===== src/rtl/rasc_pkg.sv =====
// types and constants for the resolver angle pipeline
// used by every module of the block
package rasc_pkg;

   localparam int ANGLE_BITS = 34;
   localparam int MAG_BITS   = 32;
   localparam int CPR_BITS   = 16;
   localparam int COUNT_BITS = 16;
   localparam int ATAN_LEN   = 24;
   localparam int FRAC_BITS  = 16;

   localparam logic [CPR_BITS-1:0] CPR_RESET = 16'd10000;

   localparam logic signed [ANGLE_BITS-1:0] HALF_TURN     = 34'sh0_8000_0000;
   localparam logic signed [ANGLE_BITS-1:0] NEG_HALF_TURN = -34'sh0_8000_0000;

   typedef logic signed [ANGLE_BITS-1:0] angle_type;
   typedef logic [CPR_BITS-1:0]          cpr_type;
   typedef logic signed [COUNT_BITS-1:0] count_type;

   // atan(2^-i) in units of 2^-32 turn
   localparam logic [31:0] ATAN_TURNS [ATAN_LEN] = '{
      32'h20000000, 32'h12E4051E, 32'h09FB385B, 32'h051111D4,
      32'h028B0D43, 32'h0145D7E1, 32'h00A2F61E, 32'h00517C55,
      32'h0028BE53, 32'h00145F2F, 32'h000A2F98, 32'h000517CC,
      32'h00028BE6, 32'h000145F3, 32'h0000A2FA, 32'h0000517D,
      32'h000028BE, 32'h0000145F, 32'h00000A30, 32'h00000518,
      32'h0000028C, 32'h00000146, 32'h000000A3, 32'h00000051
   };

endpackage


===== src/rtl/rasc_front.sv =====
// input stage: offset removal, fixed-point scaling and left half-plane turn
// depends on rasc_pkg
module rasc_front import rasc_pkg::*; #(
   parameter int SAMPLE_BITS = 12,
   parameter int XW          = 31
) (
   input  logic                   clock,
   input  logic                   reset,
   input  logic                   in_valid,
   output logic                   in_stall,
   input  logic [SAMPLE_BITS-1:0] in_sine,
   input  logic [SAMPLE_BITS-1:0] in_cosine,
   output logic                   out_valid,
   input  logic                   out_stall,
   output logic signed [XW-1:0]   out_x,
   output logic signed [XW-1:0]   out_y,
   output angle_type              out_z
);

   logic                        valid_ff;
   logic signed [SAMPLE_BITS-1:0] y_c;
   logic signed [SAMPLE_BITS-1:0] x_c;
   logic signed [XW-1:0]        y_w;
   logic signed [XW-1:0]        x_w;
   logic signed [XW-1:0]        x_in, y_in, x_ff, y_ff;
   angle_type                   z_in, z_ff;

   assign y_c = {~in_sine[SAMPLE_BITS-1], in_sine[SAMPLE_BITS-2:0]};
   assign x_c = {~in_cosine[SAMPLE_BITS-1], in_cosine[SAMPLE_BITS-2:0]};
   assign y_w = {{(XW-SAMPLE_BITS-FRAC_BITS){y_c[SAMPLE_BITS-1]}}, y_c, {FRAC_BITS{1'b0}}};
   assign x_w = {{(XW-SAMPLE_BITS-FRAC_BITS){x_c[SAMPLE_BITS-1]}}, x_c, {FRAC_BITS{1'b0}}};

   always_comb begin
      x_in = x_w;
      y_in = y_w;
      z_in = '0;
      if (x_w[XW-1]) begin
         x_in = -x_w;
         y_in = -y_w;
         z_in = y_w[XW-1] ? NEG_HALF_TURN : HALF_TURN;
      end
   end

   assign in_stall = valid_ff && out_stall;

   always_ff @(posedge clock) begin
      if (reset) begin
         valid_ff <= 1'b0;
      end else if (!in_stall) begin
         valid_ff <= in_valid;
      end
   end

   always_ff @(posedge clock) begin
      if (in_valid && !in_stall) begin
         x_ff <= x_in;
         y_ff <= y_in;
         z_ff <= z_in;
      end
   end

   assign out_valid = valid_ff;
   assign out_x     = x_ff;
   assign out_y     = y_ff;
   assign out_z     = z_ff;

endmodule


===== config.mk =====
export PLATFORM = sky130hd
export DESIGN_NAME = rasc_front
export DESIGN_NICKNAME = d
export VERILOG_FILES = /design/src/rtl/rasc_pkg.sv /design/src/rtl/rasc_front.sv
export SDC_FILE = /design/constraint.sdc
export NUM_CORES = 1
export LEC_CHECK = 0
export ABC_AREA = 0
export ABC_CLOCK_PERIOD_IN_PS = 2410
export BUFFER_PORTS_ARGS = -buffer_cell sky130_fd_sc_hd__buf_2
export CAP_MARGIN = 20
export CORE_MARGIN = 1
export CORE_UTILIZATION = 39
export CTS_CLUSTER_SIZE = 20
export DETAILED_ROUTE_END_ITERATION = 8
export GPL_TIMING_DRIVEN = 0
export HOLD_SLACK_MARGIN = 0.08
export PLACE_DENSITY = 0.74
export SLEW_MARGIN = 20
export SYNTH_ARGS = -nofsm -noshare
export SYNTH_HDL_FRONTEND = slang
export SYNTH_SLANG_ARGS = --single-unit

===== constraint.sdc =====
create_clock -name clock -period 2.41 [get_ports clock]
set_input_delay 0.3615 -clock clock [delete_from_list [all_inputs] [get_ports clock]]
set_output_delay 0.3615 -clock clock [all_outputs]
set_load 0.1 [all_outputs]

* Yosys cells after proc, flatten, opt, wreduce, memory -nomap -nowiden
Cells that the tools add are included.
Storage, ports and cells: flip-flop bits (word level) 97, bits of input ports 28, output and inout port bits 98
Operators by class: add/sub/neg operators 2, mux-type cells 3, bitwise gates (word level) 2, reductions and logical operators 3
Operators with widths (number):
- $mux W31 | 2
- $neg A28 Y31 | 2
- $mux W34 | 1
- $logic_and A1 B1 Y1 | 2
- $not A1 Y1 | 2
- $logic_not A1 Y1 | 1

* Longest topological paths before layout
depth after elaboration 3, gate-level depth with buffers 4

* Worst setup path after synthesis
No wires, ideal clock.
kind flip-flop to flip-flop, start point reg valid_ff (netlist: out_valid), end point reg x_ff[16] (netlist: out_x[16]) (enable), setup time 424 ps, arrival 2886 ps, required time 1986 ps, path slack -900 ps, cell stages (with the launch flop) 3, buffers on the path 0, clock period less this slack 3310 ps, cell sequence dfxtp_1 and2_1 nor2b_1
On the way: cells in the longest elaborated chain, start to end 3
RTL lines:
- from (decl) | line rasc_front.sv:20 | logic valid_ff;
- from (signal assigned) | line rasc_front.sv:50 | valid_ff <= in_valid;
- $logic_and A1 B1 Y1 | line rasc_front.sv:44 | assign in_stall = valid_ff && out_stall;
- net in_stall | line rasc_front.sv:10 | output logic in_stall,
- $logic_not A1 Y1 | line rasc_front.sv:55 | if (in_valid && !in_stall) begin
- $logic_and A1 B1 Y1 | line rasc_front.sv:55
- to (signal assigned) | line rasc_front.sv:56 | x_ff <= x_in;
- to (decl) | line rasc_front.sv:25 | logic signed [XW-1:0] x_in, y_in, x_ff, y_ff;
The timed path passes the listed nets, and every way through them passes these cells. A chain may end at the register's enable or synchronous reset.

* Worst setup path in the final report
start point reg valid_ff (netlist: out_valid), end point out in_stall
On the way: cells in the longest elaborated chain, start to end 1
RTL lines (line):
- $logic_and A1 B1 Y1 | rasc_front.sv:44
- to (decl) | rasc_front.sv:10
Every way passes these cells.

==> impl_results.md <==
* Grt ovf at 0
* Max VDD drop at 0.384 mV
* Crit path required time at 2.05 ns
* Total wire length at 3450 um
* Worst hold start: reset
* Final worst slack at 0.839 ns
* Util after Layout at 0.567
* Clock tree buffer depth at 2
* Tmin final at 1.57 ns
* Routed Antenna Nets at 0
* Clk slew on worst S/H paths at 0.06 ns
* Type of the worst setup path: flop to output port
* Element type at the critical path end: output port
* Vias in the first global route at 1283
* Die H at 74.4 um
* Clk root buf: clkbuf_8
* Setup_tns at 0 ns
* Cell with the most instances after synthesis: buf_4
* Compound-Gate Fraction of Synth Area at 0.0588
* Design Area, Final at 2770 um^2
* Synthesis warning total at 0
* ANT cells at 0
* Routing usage on met1 at 0.131
* CTS Hold Bufs at 0
* R2R Setup Slk at 0.84 ns
* Mux share of post-synthesis cell area at 0.0110
* Initial Util at 0.418
* Status: finished clean
* Max frequency at 637 MHz
* Slew Viols, Final at 0
* Worst reg-to-reg path cell count at 2
* GRT Util Overall at 0.123
* Slew @ Worst Pin at 0.868 ns
* Buf/Inv on CP at 1
* Ys async rst share at 0
* Final Non-Filler Cells at 383
* Post-Synth Simple-Gate Area at 0.0925
* Hold Path Class: input pin to flop
* Slew headroom at 0.420
* CTS tree: done
* Postcts setup bufs at 0
* CTS sink count at 33
* Fraction of synthesized cell area in xor and xnor cells at 0.0815
* Cell Area, Synth at 2040 um^2
* GRT busiest layer: met2
* Placed cell area at 2680 um^2
* Endpoint with the worst hold slack: out_valid$_SDFFE_PP0N_
* Resized Gates After CTS at 0
* Largest area contributor in the netlist: edfxtp_1
* FF+latch count, synth at 33
* TritonCTS Buffers at 5
* Fill cells at 457
* CP Data Arrival Time at 1.21 ns
* Layout cells sized above 1 at 0.459
* Largest net degree at the start of global routing at 33
* Vias at 1446
* IO Count at 126
* Top cells by count, synth: 64 x buf_4, 32 x edfxtp_1, 16 x xor2_1
* Avg WL per Cell at 8.99 um
* Final Skew at 0.00750 ns
* Part of the cycle the worst path needs at 0.652
* Prevailing post-synth register cell: edfxtp_1
* Leakage at 0.00143 uW
* Max Cap Viol at 0
* Final Setup Violations at 0
* RSZ-0062 raised after global routing: no
* Post-DP HPWL at 2780 um
* Area grow syn2layout at 35.5%
* Post-synthesis sequential area ratio at 0.480
* Post-Syn Instances at 182
* H-tree depth at 2
* Placed cells at 375
* Post-synthesis cell type count at 28
* Avg Synthesized Cell Area at 11.2 um^2
* Share of the synthesized area in the top cell type at 0.471
* Adder and majority gate portion of the synthesized area at 0.0184
* Pwr/cell area at 752 nW/um^2
* DR pass1 iterations at 4
* Initial antenna violation count at 0
* Final #Nets at 346
* # port buffers at 61
* Final-report hold violation count at 0
* Crit Path Max Fanout at 3
* DRC at 0
* Reg-to-Reg Start: out_valid$_SDFFE_PP0N_
* Pre-CTS setup slack at 0.632 ns
* Startpoint Class: flop
* Top cells by area, synth: edfxtp_1 47%, buf_4 24%, xor2_1 6.9%
* Largest family of logic cells by synthesized area: buffers and inverters
* Critical-path cell list: and2_2 -> buf_2
* GRT met2 Usage at 0.218
* Worst path slowest cell: buf_2
* Hold path cells at 2
* Later-pin clock latency in the skew report at 0.28 ns
* DIE WIDTH at 74.4 um
* Crit path max-delay family: buffers and inverters
* Row cnt at 25
* Reg2reg end: out_x[22]$_DFFE_PP_
* Core ar. at 4880 um^2
* GR Layer Usage met3 at 0.0298
* Avg Vias per Cell at 3.78
* Initial drt markers at 67
* Largest stage delay on the critical path at 0.43 ns
* First-pass GRT wire length at 5110 um
* Post-synth EDFFs at 32
* RePlAce Congestion at 0.770
* Die area at 5530 um^2
-- flip-flops by register name, summed over array words and instances, names as in the netlist --
register,cells
out_y,15
out_x,15
out_valid,1
out_z,2
-- cells by family after synthesis --
group           Yosys count
fa+ha+maj                 3
compound gates           18
mux                       2
other cells               1
flops                    33
xor+xnor                 19
simple gates             32
buf+inv                  74
-- cell type report --
cell class	instances	area [um^2]	share of cell area
clock inverter	2	10.0	0.00362
multi-input combinational	140	792	0.286
inverter	7	26.3	0.00950
tap	67	83.8	0.0303
clock buffer	6	72.6	0.0262
sequential	33	981	0.355
timing repair buffer	61	305	0.110
buffer	67	495	0.179
-- worst reg2reg max path, cell delays in order, from the launching register on --
cell and delay [ns]:
dfxtp_1 0.31, and2_2 0.19, nor2b_4 0.69
-- worst max path at each step --
stage / startpoint / end / slack (ns) / depth (start not counted)
3_3_place_gp: out_stall / out_x[21]$_DFFE_PP_ / 0.67 / 3
4_1_cts: out_valid$_SDFFE_PP0N_ / out_y[27]$_DFFE_PP_ / 0.81 / 2
3_5_place_dp: out_stall / out_x[19]$_DFFE_PP_ / 0.63 / 3
2_1_floorplan: out_valid$_SDFFE_PP0N_ / out_x[16]$_DFFE_PP_ / 0.24 / 2
5_1_grt: out_valid$_SDFFE_PP0N_ / out_y[27]$_DFFE_PP_ / 0.75 / 2
6_report: out_valid$_SDFFE_PP0N_ / in_stall / 0.84 / 2
-- stage by stage --
stage	hold slack, ns	total power [uW]
after detailed placement	0.531	1700
after floorplan	0.434	1610
after global routing	0.249	2150
final	0.240	2080
after global placement	0.521	1700
after CTS	0.243	2090
-- report_power, final --
group          leakage, uW  switching [uW]  internal (uW)  total [uW]
registers         0.000319            8.76            685         694
logic              0.00106             847            151         998
clock network    0.0000450             189            200         389
-- layout by cell type (no fill, tap or decap), types with 2 or more instances in the layout --
cell	count
a21oi_1	5
a31oi_1	8
and4_2	2
buf_2	64
buf_4	64
clkbuf_8	5
clkinv_2	2
conb_1	66
edfxtp_1	32
ha_1	3
inv_1	7
mux2_2	2
nor2_1	14
nor3_1	7
o21ai_0	2
xnor2_1	3
xor2_1	16
-- routing by layer --
layer	share of wire	wire length, um
met1	0.40	1380
met5	0	0
met3	0.096	330
met2	0.49	1680
met4	0.017	57
Note: power is estimated with default switching activity, not from simulation.
