`src/rtl/rasc_pkg.sv`:
```
// types and constants for the resolver angle pipeline
// used by every module of the block
package rasc_pkg;

   localparam int ANGLE_BITS = 34;
   localparam int MAG_BITS   = 32;
   localparam int CPR_BITS   = 16;
   localparam int COUNT_BITS = 16;
   localparam int ATAN_LEN   = 24;
   localparam int FRAC_BITS  = 16;

   localparam logic [CPR_BITS-1:0] CPR_RESET = 16'd10000;

   localparam logic signed [ANGLE_BITS-1:0] HALF_TURN     = 34'sh0_8000_0000;
   localparam logic signed [ANGLE_BITS-1:0] NEG_HALF_TURN = -34'sh0_8000_0000;

   typedef logic signed [ANGLE_BITS-1:0] angle_type;
   typedef logic [CPR_BITS-1:0]          cpr_type;
   typedef logic signed [COUNT_BITS-1:0] count_type;

   // atan(2^-i) in units of 2^-32 turn
   localparam logic [31:0] ATAN_TURNS [ATAN_LEN] = '{
      32'h20000000, 32'h12E4051E, 32'h09FB385B, 32'h051111D4,
      32'h028B0D43, 32'h0145D7E1, 32'h00A2F61E, 32'h00517C55,
      32'h0028BE53, 32'h00145F2F, 32'h000A2F98, 32'h000517CC,
      32'h00028BE6, 32'h000145F3, 32'h0000A2FA, 32'h0000517D,
      32'h000028BE, 32'h0000145F, 32'h00000A30, 32'h00000518,
      32'h0000028C, 32'h00000146, 32'h000000A3, 32'h00000051
   };

endpackage

```
`src/rtl/rasc_scale.sv`:
```
// angle to count conversion: clamp and magnitude, multiply, sign restore
// depends on rasc_pkg
module rasc_scale import rasc_pkg::*; (
   input  logic      clock,
   input  logic      reset,
   input  logic      in_valid,
   output logic      in_stall,
   input  angle_type in_z,
   input  cpr_type   counts_per_rev,
   output logic      out_valid,
   input  logic      out_stall,
   output count_type out_count
);

   logic                         valid_a_ff, valid_b_ff, valid_c_ff;
   logic                         stall_a, stall_b, stall_c;
   angle_type                    z_clamp;
   angle_type                    z_abs;
   logic [MAG_BITS-1:0]          mag_in, mag_ff;
   logic                         neg_a_ff, neg_b_ff;
   logic [MAG_BITS+CPR_BITS-1:0] prod;
   logic [COUNT_BITS-1:0]        cnt_in, cnt_ff;
   count_type                    count_in, count_ff;

   // clamp and magnitude
   always_comb begin
      z_clamp = in_z;
      if (in_z > HALF_TURN) begin
         z_clamp = HALF_TURN;
      end else if (in_z < NEG_HALF_TURN) begin
         z_clamp = NEG_HALF_TURN;
      end
      z_abs  = z_clamp[ANGLE_BITS-1] ? -z_clamp : z_clamp;
      mag_in = z_abs[MAG_BITS-1:0];
   end

   assign prod     = mag_ff * counts_per_rev;
   assign cnt_in   = prod[MAG_BITS+CPR_BITS-1:MAG_BITS];
   assign count_in = neg_b_ff ? -count_type'(cnt_ff) : count_type'(cnt_ff);

   assign stall_c  = valid_c_ff && out_stall;
   assign stall_b  = valid_b_ff && stall_c;
   assign stall_a  = valid_a_ff && stall_b;
   assign in_stall = stall_a;

   always_ff @(posedge clock) begin
      if (reset) begin
         valid_a_ff <= 1'b0;
         valid_b_ff <= 1'b0;
         valid_c_ff <= 1'b0;
      end else begin
         if (!stall_a) begin
            valid_a_ff <= in_valid;
         end
         if (!stall_b) begin
            valid_b_ff <= valid_a_ff;
         end
         if (!stall_c) begin
            valid_c_ff <= valid_b_ff;
         end
      end
   end

   always_ff @(posedge clock) begin
      if (in_valid && !stall_a) begin
         mag_ff   <= mag_in;
         neg_a_ff <= z_clamp[ANGLE_BITS-1];
      end
      if (valid_a_ff && !stall_b) begin
         cnt_ff   <= cnt_in;
         neg_b_ff <= neg_a_ff;
      end
      if (valid_b_ff && !stall_c) begin
         count_ff <= count_in;
      end
   end

   assign out_valid = valid_c_ff;
   assign out_count = count_ff;

endmodule

```
`config.mk`:
```
export PLATFORM = sky130hd
export DESIGN_NAME = rasc_scale
export DESIGN_NICKNAME = d
export VERILOG_FILES = /design/src/rtl/rasc_pkg.sv /design/src/rtl/rasc_scale.sv
export SDC_FILE = /design/constraint.sdc
export NUM_CORES = 1
export LEC_CHECK = 0
export ABC_AREA = 1
export BUFFER_PORTS_ARGS = -buffer_cell sky130_fd_sc_hd__buf_2
export CAP_MARGIN = 30
export CORE_MARGIN = 4
export CORE_UTILIZATION = 25
export CTS_BUF_LIST = sky130_fd_sc_hd__clkbuf_2 sky130_fd_sc_hd__clkbuf_4 sky130_fd_sc_hd__clkbuf_8
export DETAILED_ROUTE_END_ITERATION = 6
export PLACE_DENSITY = 0.51
export SYNTH_ARGS = -nofsm -noshare
export SYNTH_HDL_FRONTEND = slang
export SYNTH_SLANG_ARGS = --single-unit
```
`constraint.sdc`:
```
create_clock -name clock -period 6.5 [get_ports clock]
set_clock_uncertainty 0.2 [all_clocks]
set_input_delay 0 -clock clock [delete_from_list [all_inputs] [get_ports clock]]
set_output_delay 0 -clock clock [all_outputs]
set_load 0.1 [all_outputs]
```
# Word level (Yosys, flattened, before mapping)
# Index checks and enable logic that the tools add are counted.
# classes
addsub	2
multipliers	1
order_cmp	2
muxes	4
reduce_logical	9
# ops
operator	count
two-way mux 34 bit	2
multiplier 32 x 16 -> 48 bit	1
greater-than comparator 34 x 33 -> 1 bit (second input constant)	1
< comparator 34 x 32 -> 1 bit (second input constant)	1
two-way mux 32 bit	1
negator 32 bit	1
two-way mux 16 bit	1
negator 16 bit	1
logical AND 1 bit	6
zero test 1 bit	3
# word_totals
register_bits	69
inputBits	54
out_inout_bits	18
wordCells	26

# Logic depth before layout (Yosys ltp)
# depth
depth_word	5
mapped_depth	27

# Least setup slack after synthesis
# OpenSTA, ideal clock, no wires.
# synth_timing
path_kind	register to register
start	reg mag_ff[7]
end	reg cnt_ff[11] (data pin)
arrival_ns	5.322
setup_slack_ns	0.719
stages_incl_launch_ff	24
synth_period_minus_slack_ns	5.781
cell_sequence	edfxtp_1 -> clkbuf_1 -> clkbuf_1 -> nand2_1 -> fa_1 -> inv_1 -> fa_1 -> inv_1 -> fa_1 -> inv_1 -> fa_1 -> fa_1 -> inv_1 -> fa_1 -> inv_1 -> ha_1 -> a21oi_1 -> o21ai_0 -> a21oi_1 -> nor2_1 -> nor4_1 -> o21ai_0 -> nand2_1 -> nand2_1
# synth_between
elab_chain_len	1
# synth_lines
element	line_no	source
from (decl)	rasc_scale.sv:19	logic [MAG_BITS-1:0] mag_in, mag_ff;
from (signal assigned)	rasc_scale.sv:66	mag_ff <= mag_in;
multiplier 32 x 16 -> 48 bit	rasc_scale.sv:37	assign prod = mag_ff * counts_per_rev;
net prod[43]	rasc_scale.sv:21	logic [MAG_BITS+CPR_BITS-1:0] prod;
to (signal assigned)	rasc_scale.sv:70	cnt_ff <= cnt_in;
to (decl)	rasc_scale.sv:22	logic [COUNT_BITS-1:0] cnt_in, cnt_ff;
# The timed path passes the listed nets, and every way through them passes these cells.
# A chain may end at the register's enable or synchronous reset.

# Worst setup path in the final report
# layout_timing
start	reg mag_ff[19]
end	reg cnt_ff[8] (data pin)
# Same word-level chain as after synthesis.

==> flow_metrics.env <==
export IMPL_status="finished, final reports clean"
export IMPL_clock_latency_ns=0.40
export IMPL_maxCapViolCount=0
export IMPL_clock_path_buffers=2
export IMPL_fin_ws_ns=0.298
export IMPL_clk_pin_slew_worst_paths_ns=0.08
export IMPL_cp_cell_sequence="buf_4 -> nand2_1 -> fa_1 -> inv_1 -> fa_1 -> fa_1 -> fa_1 -> fa_1 -> inv_1 -> fa_1 -> inv_1 -> ha_1 -> nand2_1 -> nand2_1 -> a31oi_1 -> o21ai_0 -> nand2_1 -> nand2_1 -> a21oi_1 -> nand3_1 -> xor2_1"
export IMPL_synth_area_um2=20700
export IMPL_die_h_um=295
export IMPL_grt_max_degree=50
export IMPL_grt_pass1_wl_um=98300
export IMPL_tns_ns=0
export IMPL_critPathTopFamily="adder cells"
export IMPL_setup_violations=0
export IMPL_yosys_area_top_type="fa_1"
export IMPL_clock_sinks=69
export IMPL_synthesis_nets=3320
export IMPL_yosysWarnings=0
export IMPL_place_ws_ns=0.173
export IMPL_slowest_delay_ns=0.62
export IMPL_tritoncts="yes"
export IMPL_core_area_um2=82000
export IMPL_viasPerCell=4.31
export IMPL_path_class="reg2reg"
export IMPL_hold_class="in2reg"
export IMPL_synth_cells=2729
export IMPL_synth_edf_count=66
export IMPL_synth_cell_type_count=46
export IMPL_portBuffers=71
export IMPL_rsz0062_at_grt="no"
export IMPL_cp_slowest_cell="edfxtp_1"
export IMPL_grt_pass1_vias=17654
export IMPL_io_pins=72
export IMPL_layout_commonest_cell="inv_1"
export IMPL_final_cell_mix="inv_1, nand2_1, fa_1"
export IMPL_fin_crit_ns=6.20
export IMPL_fmax_mhz=161
export IMPL_holdWs_ns=0.0413
export IMPL_arrival_ns=6.14
export IMPL_drcViolationCount=0
export IMPL_avgSynthCellArea_um2=7.57
export IMPL_numCtsBuffers=9
export IMPL_postLayoutCellArea_um2=23400
export IMPL_end_kind="flop"
export IMPL_crit_required_ns=6.44
export IMPL_die_width_um=295
export IMPL_finalWeightedCongestion=0.901
export IMPL_drt_first_iter_violations=947
export IMPL_rows=105
export IMPL_seq_area_frac_synth_pct=9.88
export IMPL_timing_final_crit_share_pct=95.4
export IMPL_path_max_fanout=9
export IMPL_n_antenna_cell=0
export IMPL_firstDrtPassIters=6
export IMPL_drive_above_1_share_pct=8.12
export IMPL_vias=16752
export IMPL_cts_root_buf="clkbuf_8"
export IMPL_cts_htree_levels=3
export IMPL_initial_core_util_pct=25.2
export IMPL_ys_seq_elements=69
export IMPL_cp_common_cell="fa_1"
export IMPL_ys_async_sr_fraction_pct=0
export IMPL_maxSlewHeadroom_pct=39.6
export IMPL_drtAntennaViolNets=0
export IMPL_gr_total_overflow=0
export IMPL_track_usage_pct=14.4
export IMPL_finalMaxSlewViolations=0
export IMPL_area_delta_synth_final_pct=13.2
export IMPL_synth_top_area_share_pct=40.4
export IMPL_dpl_cell_area_um2=22500
export IMPL_synth_top_flop_cell="edfxtp_1"
export IMPL_antenna_found_initial=1
export IMPL_worstSetupStartpointType="flop"
export IMPL_worstMarginPinSlew_ns=0.907
export IMPL_post_drt_wl_per_cell_um=15.6
export IMPL_wl_um=60900
export IMPL_nNetsFinal=3406
export IMPL_place_hpwl_um=50500
export IMPL_finalHoldViolCount=0
export IMPL_yosys_top_cells_area="fa_1, inv_1, nand2_1"
export IMPL_path_buf_inv=4
export IMPL_die_area_um2=87300
==> worst reg2reg max path, stage by stage, from the launching register on <==
cell	delay (ns)
edfxtp_1	0.62
buf_4	0.29
nand2_1	0.09
fa_1	0.51
inv_1	0.05
fa_1	0.52
fa_1	0.57
fa_1	0.43
fa_1	0.49
inv_1	0.05
fa_1	0.47
inv_1	0.04
ha_1	0.32
nand2_1	0.08
nand2_1	0.06
a31oi_1	0.26
o21ai_0	0.18
nand2_1	0.09
nand2_1	0.05
a21oi_1	0.22
nand3_1	0.18
xor2_1	0.18
==> cell type report <==
cell class | count | area, µm²
fillers | 9032 | 58600
multi-input cells | 1765 | 15200
inverters | 769 | 2890
flip-flops and latches | 69 | 2040
repair buffers | 201 | 1670
well taps | 1070 | 1340
clock buffers | 9 | 124
clock inverters | 7 | 123
==> synth_stat cells (2+ instances only) <==
cell,n
inv_1,755
nand2_1,751
fa_1,417
nor2_1,171
ha_1,120
clkbuf_1,112
o21ai_0,67
edfxtp_1,66
a21oi_1,63
xor2_1,35
nand3_1,30
nand4_1,17
o21ai_1,17
inv_2,14
nor3_1,10
o21ai_2,8
o21bai_1,8
xnor2_1,7
buf_6,6
nor2_2,5
a21o_1,4
a31oi_1,4
buf_4,4
nand2_2,4
nor4_1,4
buf_2,3
dfxtp_1,3
nand3b_1,2
nor2_4,2
o211ai_1,2
o21a_1,2
o31ai_1,2
==> path summary, 6_finish.rpt <==
kind,from,to,slack (ns),cells past startpoint
setup / recovery,mag_ff[19],cnt_ff[8],0.30,21
hold / removal,in_z[1],mag_ff[1],0.04,5
setup reg to reg,mag_ff[19],cnt_ff[8],0.30,21
hold reg to reg,neg_a_ff,neg_b_ff,0.25,0
==> layer usage <==
metal	track usage, %	part of all wire [%]	vias to the layer above
met4	2.83	1.7	0
met5	0	0	-
li1	-	-	7982
met3	2.01	5.4	59
met2	24.0	46	399
met1	20.0	47	8312
==> timing repair <==
action | in CTS | in global routing
hold endpoints to repair | 48 | 0
endpoints found under the setup margin | 0 | 10
resized for setup | 0 | 2
buffers inserted | 0 | 24
hold buffers | 30 | 0
==> kinds of logic after synthesis <==
| logic type | after synthesis | synth area share (%) |
|---|---|---|
| AO/OA/AOI/OAI | 187 | 5.16 |
| XOR/XNOR | 42 | 1.78 |
| adder cells (fa/ha/maj) | 537 | 47.7 |
| AND/OR/NAND/NOR | 999 | 18.9 |
| buffers and inverters | 895 | 16.6 |
| flip-flops | 69 | 9.88 |
==> state kept, by name (all words and copies together) (netlist names) <==
name and cells:
out_count 16, mag_ff 32, neg_a_ff 1, cnt_ff 16
neg_b_ff 1, valid_a_ff 1, valid_b_ff 1, out_valid 1
==> stage by stage <==
| stage | utilization (%) | std cells |
|---|---|---|
| after detailed placement | 27.5 | 3820 |
| final | 28.5 | 3890 |
| after CTS | 28.2 | 3866 |
| after global routing | 28.5 | 3890 |
| after floorplan | - | 2729 |
| after global placement | 27.5 | 3819 |
Power is not shown: default switching activity piles up to over one toggle a cycle in this logic, so the estimate is an artifact.
