**src/rtl/rasc_pkg.sv**
```systemverilog
// types and constants for the resolver angle pipeline
// used by every module of the block
package rasc_pkg;

   localparam int ANGLE_BITS = 34;
   localparam int MAG_BITS   = 32;
   localparam int CPR_BITS   = 16;
   localparam int COUNT_BITS = 16;
   localparam int ATAN_LEN   = 24;
   localparam int FRAC_BITS  = 16;

   localparam logic [CPR_BITS-1:0] CPR_RESET = 16'd10000;

   localparam logic signed [ANGLE_BITS-1:0] HALF_TURN     = 34'sh0_8000_0000;
   localparam logic signed [ANGLE_BITS-1:0] NEG_HALF_TURN = -34'sh0_8000_0000;

   typedef logic signed [ANGLE_BITS-1:0] angle_type;
   typedef logic [CPR_BITS-1:0]          cpr_type;
   typedef logic signed [COUNT_BITS-1:0] count_type;

   // atan(2^-i) in units of 2^-32 turn
   localparam logic [31:0] ATAN_TURNS [ATAN_LEN] = '{
      32'h20000000, 32'h12E4051E, 32'h09FB385B, 32'h051111D4,
      32'h028B0D43, 32'h0145D7E1, 32'h00A2F61E, 32'h00517C55,
      32'h0028BE53, 32'h00145F2F, 32'h000A2F98, 32'h000517CC,
      32'h00028BE6, 32'h000145F3, 32'h0000A2FA, 32'h0000517D,
      32'h000028BE, 32'h0000145F, 32'h00000A30, 32'h00000518,
      32'h0000028C, 32'h00000146, 32'h000000A3, 32'h00000051
   };

endpackage

```
**src/rtl/rasc_stage.sv**
```systemverilog
// one vectoring micro-rotation of the cordic, registered
// depends on rasc_pkg for the arctangent table
module rasc_stage import rasc_pkg::*; #(
   parameter int XW   = 31,
   parameter int STEP = 0
) (
   input  logic                 clock,
   input  logic                 reset,
   input  logic                 in_valid,
   output logic                 in_stall,
   input  logic signed [XW-1:0] in_x,
   input  logic signed [XW-1:0] in_y,
   input  angle_type            in_z,
   output logic                 out_valid,
   input  logic                 out_stall,
   output logic signed [XW-1:0] out_x,
   output logic signed [XW-1:0] out_y,
   output angle_type            out_z
);

   localparam angle_type ATAN_STEP = {2'b00, ATAN_TURNS[STEP]};

   logic                 valid_ff;
   logic signed [XW-1:0] dx, dy;
   logic signed [XW-1:0] x_in, y_in, x_ff, y_ff;
   angle_type            z_in, z_ff;

   assign dx = in_y >>> STEP;
   assign dy = in_x >>> STEP;

   always_comb begin
      x_in = in_x;
      y_in = in_y;
      z_in = in_z;
      if (in_y != '0) begin
         if (!in_y[XW-1]) begin
            x_in = in_x + dx;
            y_in = in_y - dy;
            z_in = in_z + ATAN_STEP;
         end else begin
            x_in = in_x - dx;
            y_in = in_y + dy;
            z_in = in_z - ATAN_STEP;
         end
      end
   end

   assign in_stall = valid_ff && out_stall;

   always_ff @(posedge clock) begin
      if (reset) begin
         valid_ff <= 1'b0;
      end else if (!in_stall) begin
         valid_ff <= in_valid;
      end
   end

   always_ff @(posedge clock) begin
      if (in_valid && !in_stall) begin
         x_ff <= x_in;
         y_ff <= y_in;
         z_ff <= z_in;
      end
   end

   assign out_valid = valid_ff;
   assign out_x     = x_ff;
   assign out_y     = y_ff;
   assign out_z     = z_ff;

endmodule

```
**config.mk**
```make
export PLATFORM = sky130hd
export DESIGN_NAME = rasc_stage
export DESIGN_NICKNAME = d
export VERILOG_FILES = /design/src/rtl/rasc_pkg.sv /design/src/rtl/rasc_stage.sv
export SDC_FILE = /design/constraint.sdc
export NUM_CORES = 1
export LEC_CHECK = 0
export ABC_CLOCK_PERIOD_IN_PS = 11100
export BUFFER_PORTS_ARGS = -buffer_cell sky130_fd_sc_hd__buf_4
export CAP_MARGIN = 15
export CORE_UTILIZATION = 25
export DETAILED_ROUTE_END_ITERATION = 7
export PLACE_DENSITY = 0.48
export RECOVER_POWER = 100
export SLEW_MARGIN = 20
export SYNTH_ARGS = -nofsm -noshare
export SYNTH_HDL_FRONTEND = slang
export SYNTH_SLANG_ARGS = --single-unit
```
**constraint.sdc**
```tcl
create_clock -name clock -period 11.1 [get_ports clock]
set_input_delay 2.775 -clock clock [delete_from_list [all_inputs] [get_ports clock]]
set_output_delay 2.775 -clock clock [all_outputs]
set_load 0.02 [all_outputs]
```
== Word level (Yosys, flattened, before mapping) ==
Cells that the tools add are included.

* Register bits after elaboration: 97
* Word-level logic and storage cells: 19

* Muxes and demuxes: 6
* Add/subtract/negate cells: 5
* Reductions and logical operators: 4

{| class="wikitable"
|+ Operator list
! kind !! count
|-
| two-way mux 31 bit || 4
|-
| two-way mux 34 bit || 2
|-
| subtractor 31 bit || 2
|-
| adder 34 x 31 -> 34 bit (second input constant) || 1
|-
| subtractor 34 x 31 -> 34 bit (second input constant) || 1
|-
| adder 31 bit || 1
|-
| nonzero test 31 bit || 1
|-
| logical AND 1 bit || 2
|-
| logical NOT 1 bit || 1
|}

== Longest topological paths before layout ==
Gate-level depths: netlist of run 1.

* Depth after elaboration: 3
* Mapped depth: 13

== Worst setup path after synthesis of run 1 ==
No wires, ideal clock.

* Path type: input port to flip-flop
* Start: in out_stall
* End: reg x_ff[0] (netlist: out_x[0]) (enable)
* Library setup time: 0.561 ns
* Setup slack: 3.281 ns
* Arrival time: 7.258 ns
* Required time: 10.539 ns
* Stages on the path: 2
* Cell sequence: and2_1 nor2b_1

* Word-level cells in the longest chain between the ends: 3

{| class="wikitable"
|+ Ends and longest elaborated chain
! what !! RTL line !! RTL
|-
| start: declaration || rasc_stage.sv:15 || <nowiki>input logic out_stall,</nowiki>
|-
| logical AND 1 bit || rasc_stage.sv:48 || <nowiki>assign in_stall = valid_ff && out_stall;</nowiki>
|-
| logical NOT 1 bit || rasc_stage.sv:59 || <nowiki>if (in_valid && !in_stall) begin</nowiki>
|-
| logical AND 1 bit || rasc_stage.sv:59 ||
|-
| end signal: assignment || rasc_stage.sv:60 || <nowiki>x_ff <= x_in;</nowiki>
|-
| end: declaration || rasc_stage.sv:25 || <nowiki>logic signed [XW-1:0] x_in, y_in, x_ff, y_ff;</nowiki>
|}

Every way passes these cells.
A chain may end at the register's enable or synchronous reset.

== Worst setup path after layout of run 1 ==
* Start: in in_y[11]
* End: reg x_ff[26] (netlist: out_x[26]), data pin

* Word-level cells in the longest chain between the ends: 3
* Elaborated cells on any way between the ends: 5

{| class="wikitable"
|+ Ends and longest elaborated chain
! what !! RTL line !! RTL
|-
| start: declaration || rasc_stage.sv:12 || <nowiki>input logic signed [XW-1:0] in_y,</nowiki>
|-
| adder 31 bit or subtractor 31 bit (tied branches) || rasc_stage.sv:37, rasc_stage.sv:41 ||
|-
| two-way mux 31 bit || rasc_stage.sv:36 || <nowiki>if (!in_y[XW-1]) begin</nowiki>
|-
| two-way mux 31 bit (*) || rasc_stage.sv:35 || <nowiki>if (in_y != '0) begin</nowiki>
|-
| named net x_in[26] || rasc_stage.sv:25 ||
|}

The timed path passes the listed nets; every way through them passes the cells marked *.

==> results of run 1 <==
[stage by stage]
stage / utilization / instance area [um^2] / hold WS [ns] / setup slack (ns)
floorplan: - / 8980 / 0.786 / 3.28
global placement: 0.306 / 10900 / 0.646 / 5.02
detailed placement: 0.307 / 10900 / 0.658 / 5.00
CTS: 0.315 / 11200 / 0.671 / 5.07
global route: 0.303 / 10800 / 0.686 / 3.17
finish: 0.303 / 10800 / 0.654 / 3.66
[flip-flops by register name, summed over array words and instances, names as in the netlist]
signal,flops
out_y,31
out_z,34
out_x,31
out_valid,1
[cell families (layout without fill, tap and decap cells)]
logic type                 Yosys count  count (layout)
AOI/OAI and AO/OA                  343             343
xor gates and xnor gates            57              57
adders and majority gates           97              97
buffers and inverters              148             313
DFF                                 97              97
muxes                               17              17
and+or+nand+nor                    296             296
[layout make-up]
type	instances	area share
well taps	461	0.0536
clock buffers	10	0.0213
inverters	95	0.0331
flip-flops and latches	97	0.270
multi-input cells	810	0.511
repair buffers	202	0.106
clock inverters	6	0.00604
[routing by layer]
layer  vias up  track usage
met5         -            0
met4         0       0.0397
met3        24       0.0237
met2       272        0.278
met1      4042        0.255
li1       4116            -
[cell usage in the layout (no fill, tap or decap), types with 5 or more instances in the layout]
master and count:
sky130_fd_sc_hd__mux2i_1 17, sky130_fd_sc_hd__o21a_1 8, sky130_fd_sc_hd__o211ai_1 7, sky130_fd_sc_hd__clkbuf_1 102, sky130_fd_sc_hd__o31ai_1 5, sky130_fd_sc_hd__nand2_1 64, sky130_fd_sc_hd__o21bai_1 19, sky130_fd_sc_hd__inv_1 87
sky130_fd_sc_hd__nand4_1 8, sky130_fd_sc_hd__o21ai_0 63, sky130_fd_sc_hd__and3_1 9, sky130_fd_sc_hd__edfxtp_1 96, sky130_fd_sc_hd__nand3_1 21, sky130_fd_sc_hd__a211oi_1 15, sky130_fd_sc_hd__ha_1 93, sky130_fd_sc_hd__o221ai_1 7
sky130_fd_sc_hd__o21ai_1 8, sky130_fd_sc_hd__buf_4 71, sky130_fd_sc_hd__nor3_1 20, sky130_fd_sc_hd__or3_1 5, sky130_fd_sc_hd__nor2b_1 13, sky130_fd_sc_hd__xor2_1 8, sky130_fd_sc_hd__a21o_1 29, sky130_fd_sc_hd__a22oi_1 6
sky130_fd_sc_hd__clkbuf_16 9, sky130_fd_sc_hd__nand2b_1 6, sky130_fd_sc_hd__a211o_1 6, sky130_fd_sc_hd__clkinv_1 5, sky130_fd_sc_hd__a31oi_1 9, sky130_fd_sc_hd__nor4_1 16, sky130_fd_sc_hd__xnor2_1 49, sky130_fd_sc_hd__nor2_1 119
sky130_fd_sc_hd__a21oi_1 117, sky130_fd_sc_hd__clkbuf_4 30
[cell usage after synthesis (all sizes together) (8+ instances only)]
library cell,instances
a21oi,117
inv,92
ha,93
o21bai,19
edfxtp,96
xor2,8
and3,9
a21o,29
nor3,20
xnor2,49
nand2,64
nor2,119
clkbuf,33
a31oi,9
nand3,21
o21a,8
nor4,16
buf,20
mux2i,17
o21ai,73
nor2b,13
nand4,8
a211oi,15
[worst paths after layout]
kind / depth (start not counted) / to / slack, ns
setup / recovery: 8 / out_x[26]$_DFFE_PP_ / 3.66
hold / removal: 3 / out_valid$_SDFFE_PP0N_ / 0.65
setup reg to reg: 4 / out_y[7]$_DFFE_PP_ / 7.22
hold reg to reg: 3 / out_valid$_SDFFE_PP0N_ / 0.65
[critical path, cell delays in order]
cell                       delay, ns
sky130_fd_sc_hd__clkbuf_1       0.15
sky130_fd_sc_hd__nor4_1         0.65
sky130_fd_sc_hd__nand4_1        0.34
sky130_fd_sc_hd__nor2_1         1.65
sky130_fd_sc_hd__clkbuf_1       1.29
sky130_fd_sc_hd__nor2_1         0.25
sky130_fd_sc_hd__a221o_1        0.43
sky130_fd_sc_hd__o21ai_0        0.08
[power groups by stage]
| stage | Combinational [uW] | Clock, uW | Sequential (uW) |
|---|---|---|---|
| after floorplan | 279 | 0 | 529 |
| after global placement | 525 | 0 | 479 |
| after detailed placement | 526 | 0 | 480 |
| after CTS | 527 | 344 | 472 |
| after global routing | 539 | 357 | 475 |
| final | 494 | 332 | 470 |
==> results.md, run 1 <==
- The run finished, with violations left.
- The checks that failed: capacitance limit, slew limit.
- The HPWL after detailed placement is 26100 um.
- Counting tap cells, the placed design contains a total of about 1700 instances.
- The share of flip-flops with an asynchronous set or reset after synthesis is 0.
- The horizontal die dimension is between 150 and 200 um.
- The tightest min-delay check is of the reg2reg type.
- The number of enable flip-flop cells after synthesis is 96.
- The per-instance average area after synthesis is approximately 8.5 um^2.
- The CTS tree is built.
- Timing would allow up to ~0.13 GHz.
- The count of port buffers added during placement is 197.
- The fraction of power spent switching nets is 0.378.
- Setup repair after global routing left no endpoint under its margin.
- The final routed wire length divided by cell count is between 15 and 20 um.
- In this run, CTS created clock tree buffers numbering 9.
- Routed signal wires occupy layers up through met4.
- The H-tree was split into 3 levels.
- The total overflow left after global routing is 0.
- The total met2 wirelength after detailed routing is 14700 um.
- The number of warnings reported in the yosys synthesis log is 0.
- The final-report setup violation count is 0.
- The net count of the finished layout is roughly 1400.
- The post-synthesis adder-cell area fraction is 0.138.
- The register share of total power is 0.363.
- The fraction of final layout cells with drive strength greater than 1 is 0.107.
- The number of antenna violations at the first check in global routing came to 0.
- The transition time at the pin with the least slew margin is approximately 2.5 ns.
- The net switching power is between 400 and 500 uW.
- After floorplanning, the core was sized to cover roughly 0.035 mm^2.
- The portion of total power attributed to combinational logic is 0.381.
- The number of hold buffers added after CTS is 0.
- The clock tree root buffer cell is sky130_fd_sc_hd__clkbuf_16.
- The number of ports placed on the die boundary is approximately 200.
- Of all cell types, the one taking the most synthesized area is sky130_fd_sc_hd__edfxtp_1.
- The portion of synthesized area spent on multiplexers is 0.0189.
- The total iterations of the first detailed-routing run is 5.
- The startpoint of the most critical hold path is out_valid$_SDFFE_PP0N_.
- By area, the combinational part of the netlist is dominated by compound AO/OA/AOI/OAI gates.
- The sequential element share of the synthesized area is 0.323.
- Entering global routing, the biggest net connects between 60 and 70 pins.
- The first-pass GRT wire length is around 50000 um.
- For the final routed database, the setup TNS stands at 0 ns.
- The post-layout instance count excluding filler cells is about 1700.
- Detailed routing placed a total of 1840 um of wire on met3.
- The area of the die is 0.0367 mm^2.
- The worst clock skew on the final layout is about 0.023 ns.
- The post-synthesis simple-gate area fraction is 0.151.
- Of the post-synthesis cell area, the dominant cell type holds 0.321.
- The number of max-slew violations in the final report was ~120.
- The share of the synthesized area in compound gates (AO/OA/AOI/OAI) is 0.249.
- The arrival time of the worst setup path is about 7.6 ns.
- The post-cts gate resize count is 0.
- At the end of routability-driven placement, the weighted congestion stood at 0.919.
- Data on the critical path is required at its endpoint by ~11 ns.
- The fill cell total of the finished layout is between 3000 and 4000.
- The nature of the critical path endpoint is a flop.
- The total via count after detailed routing is ~8500.
- The cell-internal power is roughly 810 uW.
- The overall global routing resource usage is 0.177.
- The worst path needs around 7.4 ns of the cycle, external delays included.
- The number of setup buffers added after CTS is 0.
- By area the synthesized netlist is led by sky130_fd_sc_hd__edfxtp_1 (32%), sky130_fd_sc_hd__ha_1 (13%), sky130_fd_sc_hd__a21oi_1 (6.5%).
- The TritonCTS sink count is 97.
- After floorplanning, the core was divided into roughly 70 placement rows.
- After synthesis the cells add up to approximately 0.009 mm^2.
- The kind of launch point of the worst setup path is an input port.
- The number of max-cap violations is 4.
- The routed design has approximately 33000 um of wire.
- The total power draw is 1300 uW.
- The post-synthesis share of cell area spent on xor and xnor gates is 0.0556.
- Across the VDD grid, the largest voltage drop is approximately 65 uV.
- Synthesis inferred 97 register bits.
- Of the total power, the clock network draws 0.256.
- The post-synthesis net count is ~1300.
- In the routed design, unresolved DRC markers number 0.
- For this block, wires on met1 add up to between 15000 and 20000 um.
- The number of antenna diodes is 0.
- The commonest register cell after synthesis is sky130_fd_sc_hd__edfxtp_1.
- The clock reaches the later pin of the worst-skew pair after around 0.38 ns.
- The most critical setup path has its startpoint at in_y[11].
- For this block, the initial DRC count from the detailed router was 620.
- The worst pin sits at a relative slew slack of -0.650.
- The number of instances in the synthesized netlist is approximately 1100.
- The analysis attributes to cell leakage a power of ~0.0045 uW.
- The initial core utilization is 0.253.
- The portion of the clock cycle consumed by the worst path in the final layout is 0.670.
- The number of different library cells in the post-synthesis netlist is 68.
- The power density normalized to cell area is around 120 mW/mm^2.
- The number of vias per cell after detailed routing is ~5.0.
- The number of hold violations in the final report is 0.
- The clock transition time at the flip-flop clock pins of the worst setup and hold paths is approximately 0.070 ns.
- The setup path with the least slack is of type in2reg.
- The footprint of the multi-input gates is 0.00550 mm^2.
- Relative to the synthesized area, the layout overhead comes to 19.9%.
- The largest fanout on the critical path is 33.
- The maximum number of buffers from clock root to sink is 2.
- In the final layout, flip-flops and latches occupy 0.00290 mm^2.
- The count of nets left with antenna violations once routing finished came out at 0.
- The number of global-route vias before repair was ~8000.
- The die extent in y is 192 um.
- The reg-to-reg startpoint is out_valid$_SDFFE_PP0N_.
No activity file was read; power rests on OpenSTA's default activity.
==> run 2, diff against run 1 <==
--- a/config.mk
+++ b/config.mk
@@ -5,12 +5,12 @@
 export SDC_FILE = /design/constraint.sdc
 export NUM_CORES = 1
 export LEC_CHECK = 0
-export ABC_CLOCK_PERIOD_IN_PS = 11100
+export ABC_CLOCK_PERIOD_IN_PS = 6200
 export BUFFER_PORTS_ARGS = -buffer_cell sky130_fd_sc_hd__buf_4
 export CAP_MARGIN = 15
 export CORE_UTILIZATION = 25
 export DETAILED_ROUTE_END_ITERATION = 7
-export PLACE_DENSITY = 0.48
+export PLACE_DENSITY = 0.49
 export RECOVER_POWER = 100
 export SLEW_MARGIN = 20
 export SYNTH_ARGS = -nofsm -noshare
==> constraint.sdc (replaced) <==
create_clock -name clock -period 6.2 [get_ports clock]
set_input_delay 1.55 -clock clock [delete_from_list [all_inputs] [get_ports clock]]
set_output_delay 1.55 -clock clock [all_outputs]
set_load 0.02 [all_outputs]
==> run 2 against run 1 <==
Effect of this change: the run ends with DRC, capacitance limit, slew limit left; non-clock buffer count is 2 higher; first-iteration DRC count shrank 15%; final cell count rose by 0.12%; largest power group unchanged; clock power rose by 84%; critical path depth shrank 3; via count about the same; highest routed layer unchanged; core utilization unchanged; flip-flop and latch count unchanged; setup slack got worse by 2.7 ns; global-route usage rose by 0.10 points; wire length rose by 0.62%.
==> results.md, run 2 (synthesized netlist as in run 1, its figures left out) <==
- The count of port buffers added during placement is 197 (unchanged).
- The number of max-cap violations was 1 (was 4).
- The total wire length is 33300 um (was 33100 um).
- Violations in the final reports: DRC, capacitance limit, slew limit (was capacitance limit, slew limit).
- The cell-internal power is 1450 uW (was 806 uW).
- The H-tree depth came to 3 (unchanged).
- The number of hold buffers added after CTS is 0 (unchanged).
- Unrepaired setup endpoints after global routing: false (unchanged).
- The row count is 69 (unchanged).
- The TritonCTS sink count is 97 (unchanged).
- The fraction of power spent switching nets was 0.380 (was 0.378).
- The number of vias per cell after detailed routing is 5.02 (was 5.03).
- The total via count after detailed routing was 8447 (was 8454).
- The overall global routing resource usage is 0.178 (was 0.177).
- The total power draw is 2340 uW (was 1300 uW).
- The critical path startpoint was out_stall (was in_y[11]).
- The number of global-route vias before repair is 8247 (was 7987).
- The portion of the clock cycle consumed by the worst path in the final layout is 0.848.
- The endpoint of the worst-slack reg-to-reg timing path is out_x[9]$_DFFE_PP_ (was out_y[7]$_DFFE_PP_).
- The fmax is 0.190 GHz.
- The power density normalized to cell area is 217 mW/mm^2 (was 120 mW/mm^2).
- The DRC marker count from the first detailed-route iteration is 530 (was 620).
- The capturing instance or port of the critical path is out_x[9]$_DFFE_PP_ (was out_x[26]$_DFFE_PP_).
- The kind of launch point of the worst setup path was an input port (unchanged).
- The relative contribution of the clock network to total power is 0.262 (was 0.256).
- The post-cts gate resize count came to 0 (unchanged).
- The portion of total power attributed to combinational logic was 0.377 (was 0.381).
- The maximum number of buffers from clock root to sink is 2 (unchanged).
- The transition time at the pin with the least slew margin is 2.67 ns (was 2.48 ns).
- The pin count of the biggest net entering global routing is 55 (was 64).
- The number of antenna diodes is 0 (unchanged).
- The net switching power was 889 uW (was 490 uW).
- The relative slew slack is -0.777 (was -0.650).
- The number of antenna violations at the first check in global routing was 0 (unchanged).
- The largest fanout on the critical path was 54 (was 33).
- Highest-count cells in the layout ignoring fill and taps: sky130_fd_sc_hd__nor2_1 (119), sky130_fd_sc_hd__a21oi_1 (117), sky130_fd_sc_hd__clkbuf_1 (104) (was sky130_fd_sc_hd__nor2_1 (119), sky130_fd_sc_hd__a21oi_1 (117), sky130_fd_sc_hd__clkbuf_1 (102)).
- The final RePlAce weighted congestion came to 0.925 (was 0.919).
- The setup fix buffers added after clock tree synthesis is 0 (unchanged).
- The initial core utilization came to 0.253 (unchanged).
- The critical path data required time is 6.18 ns (was 11.29 ns).
- The clock tree root buffer cell is sky130_fd_sc_hd__clkbuf_16 (unchanged).
- The post-detailed-route count of antenna-violating nets is 0 (unchanged).
- The clock latency on the worst-skew pair is 0.37 ns (was 0.38 ns).
- The horizontal die dimension was 192 um (unchanged).
- The largest voltage drop on the vdd net was 104 uV (was 64.6 uV).
- The number of max-slew violations in the final report is 44 (was 121).
- The number of hold violations in the final report is 0 (unchanged).
- The final routed wire length divided by cell count is 19.8 um (was 19.7 um).
- The first-pass GRT wire length is 49200 um (was 48800 um).
- The number of flip-flops in the largest register is 34 (unchanged).
- The overflow left after global routing was 0 (unchanged).
- The core region area is 0.0355 mm^2 (unchanged).
- The area of the die is 0.0367 mm^2 (unchanged).
- The layout overhead on the synthesized area is 19.9% (unchanged).
- The routed design could run at a clock period as short as roughly 5.3 ns.
- The HPWL after detailed placement is 25900 um (was 26100 um).
- The worst clock skew on the final layout is 0.0159 ns (was 0.0228 ns).
- The fill cell total of the finished layout came to 3880 (was 3870).
- The net count of the finished layout is 1414 (was 1412).
- The total iterations of the first detailed-routing run is 7 (was 5).
- The kind of path behind the tightest hold check is reg2reg (unchanged).
- The static leakage is 0.00447 uW (was 0.00446 uW).
- The summed negative setup slack over all endpoints is 0 ns (unchanged).
- The final-report setup violation count is 0 (unchanged).
- The clock transition time at the flip-flop clock pins of the worst setup and hold paths is 0.08 ns (was 0.07 ns).
- The slack of the worst reg-to-reg path is 1.94 ns (was 7.22 ns).
- The number of cells traversed by the worst register-to-register path was 4 (unchanged).
- The number of ports placed on the die boundary is 198 (unchanged).
- The register share of total power is 0.361 (was 0.363).
- The DRC violation count after routing is 2 (was 0).
- The most common cell after layout, fill and taps aside is sky130_fd_sc_hd__nor2_1 (unchanged).
- The die extent in y is 192 um (unchanged).
- The CTS tree is built (unchanged).
- The arrival time of the worst setup path is 5.24 ns (was 7.64 ns).
- The path type of the worst setup path is in2reg (unchanged).
- Status: finished with violations (unchanged).
- The reg-to-reg startpoint was out_valid$_SDFFE_PP0N_ (unchanged).
- The number of buffers added by the clock tree synthesis step came to 9 (unchanged).
- The fraction of final layout cells with drive strength greater than 1 was 0.107 (about the same).
- The nature of the critical path endpoint is a flop (unchanged).
-- run 2: changes by cell type in the layout (fill, tap and decap cells not counted), sizes merged --
cell / change
clkinv: -2
clkbuf: +3
buf: -1
inv: +2
-- run 2: through the flow --
| step | worst slack [ns] | cells | utilization | hold WS, ns | cell area [um^2] |
|---|---|---|---|---|---|
| floorplan | 1.44 | 1055 | - | 0.795 | 8980 |
| global placement | 1.02 | 1667 | 0.307 | 0.646 | 10900 |
| detailed placement | 1.11 | 1667 | 0.307 | 0.664 | 10900 |
| CTS | 1.46 | 1683 | 0.315 | 0.676 | 11200 |
| global route | 0.541 | 1683 | 0.303 | 0.750 | 10800 |
| finish | 0.943 | 1683 | 0.303 | 0.712 | 10800 |
-- run 2: layer usage --
layer / vias up / global-route usage / part of all wire
li1: 4111 / - / -
met1: 4024 / 0.250 / 0.48
met2: 279 / 0.278 / 0.44
met3: 33 / 0.0250 / 0.060
met4: 0 / 0.0592 / 0.021
met5: - / 0 / 0
-- run 2: worst min path at each step --
stage,startpoint,endpoint,depth (start not counted)
after global placement,out_valid$_SDFFE_PP0N_,out_valid$_SDFFE_PP0N_,3
after floorplan,out_valid$_SDFFE_PP0N_,out_valid$_SDFFE_PP0N_,3
after CTS,out_valid$_SDFFE_PP0N_,out_valid$_SDFFE_PP0N_,3
final,out_valid$_SDFFE_PP0N_,out_valid$_SDFFE_PP0N_,3
after global routing,out_valid$_SDFFE_PP0N_,out_valid$_SDFFE_PP0N_,3
after detailed placement,out_valid$_SDFFE_PP0N_,out_valid$_SDFFE_PP0N_,3
-- run 2: power by group through the flow --
stage,sequential (uW),clock [uW],combinational (uW)
floorplan,945,0,499
CTS,847,639,940
detailed placement,861,0,936
global placement,860,0,940
finish,845,611,880
global route,852,658,962
-- run 2: final cells by class --
type / count / area [um^2] / share of cell area
repair buffers: 204 / 1140 / 0.106
clock buffers: 10 / 229 / 0.0213
flip-flops and latches: 97 / 2900 / 0.270
multi-input cells: 810 / 5490 / 0.510
well taps: 461 / 577 / 0.0536
inverters: 95 / 357 / 0.0331
clock inverters: 6 / 72.6 / 0.00674
-- run 2: critical path: stages --
cell	delay, ns
sky130_fd_sc_hd__clkbuf_4	0.10
sky130_fd_sc_hd__and2_0	0.22
sky130_fd_sc_hd__nor2b_4	0.12
sky130_fd_sc_hd__clkbuf_1	1.88
sky130_fd_sc_hd__clkbuf_2	1.27
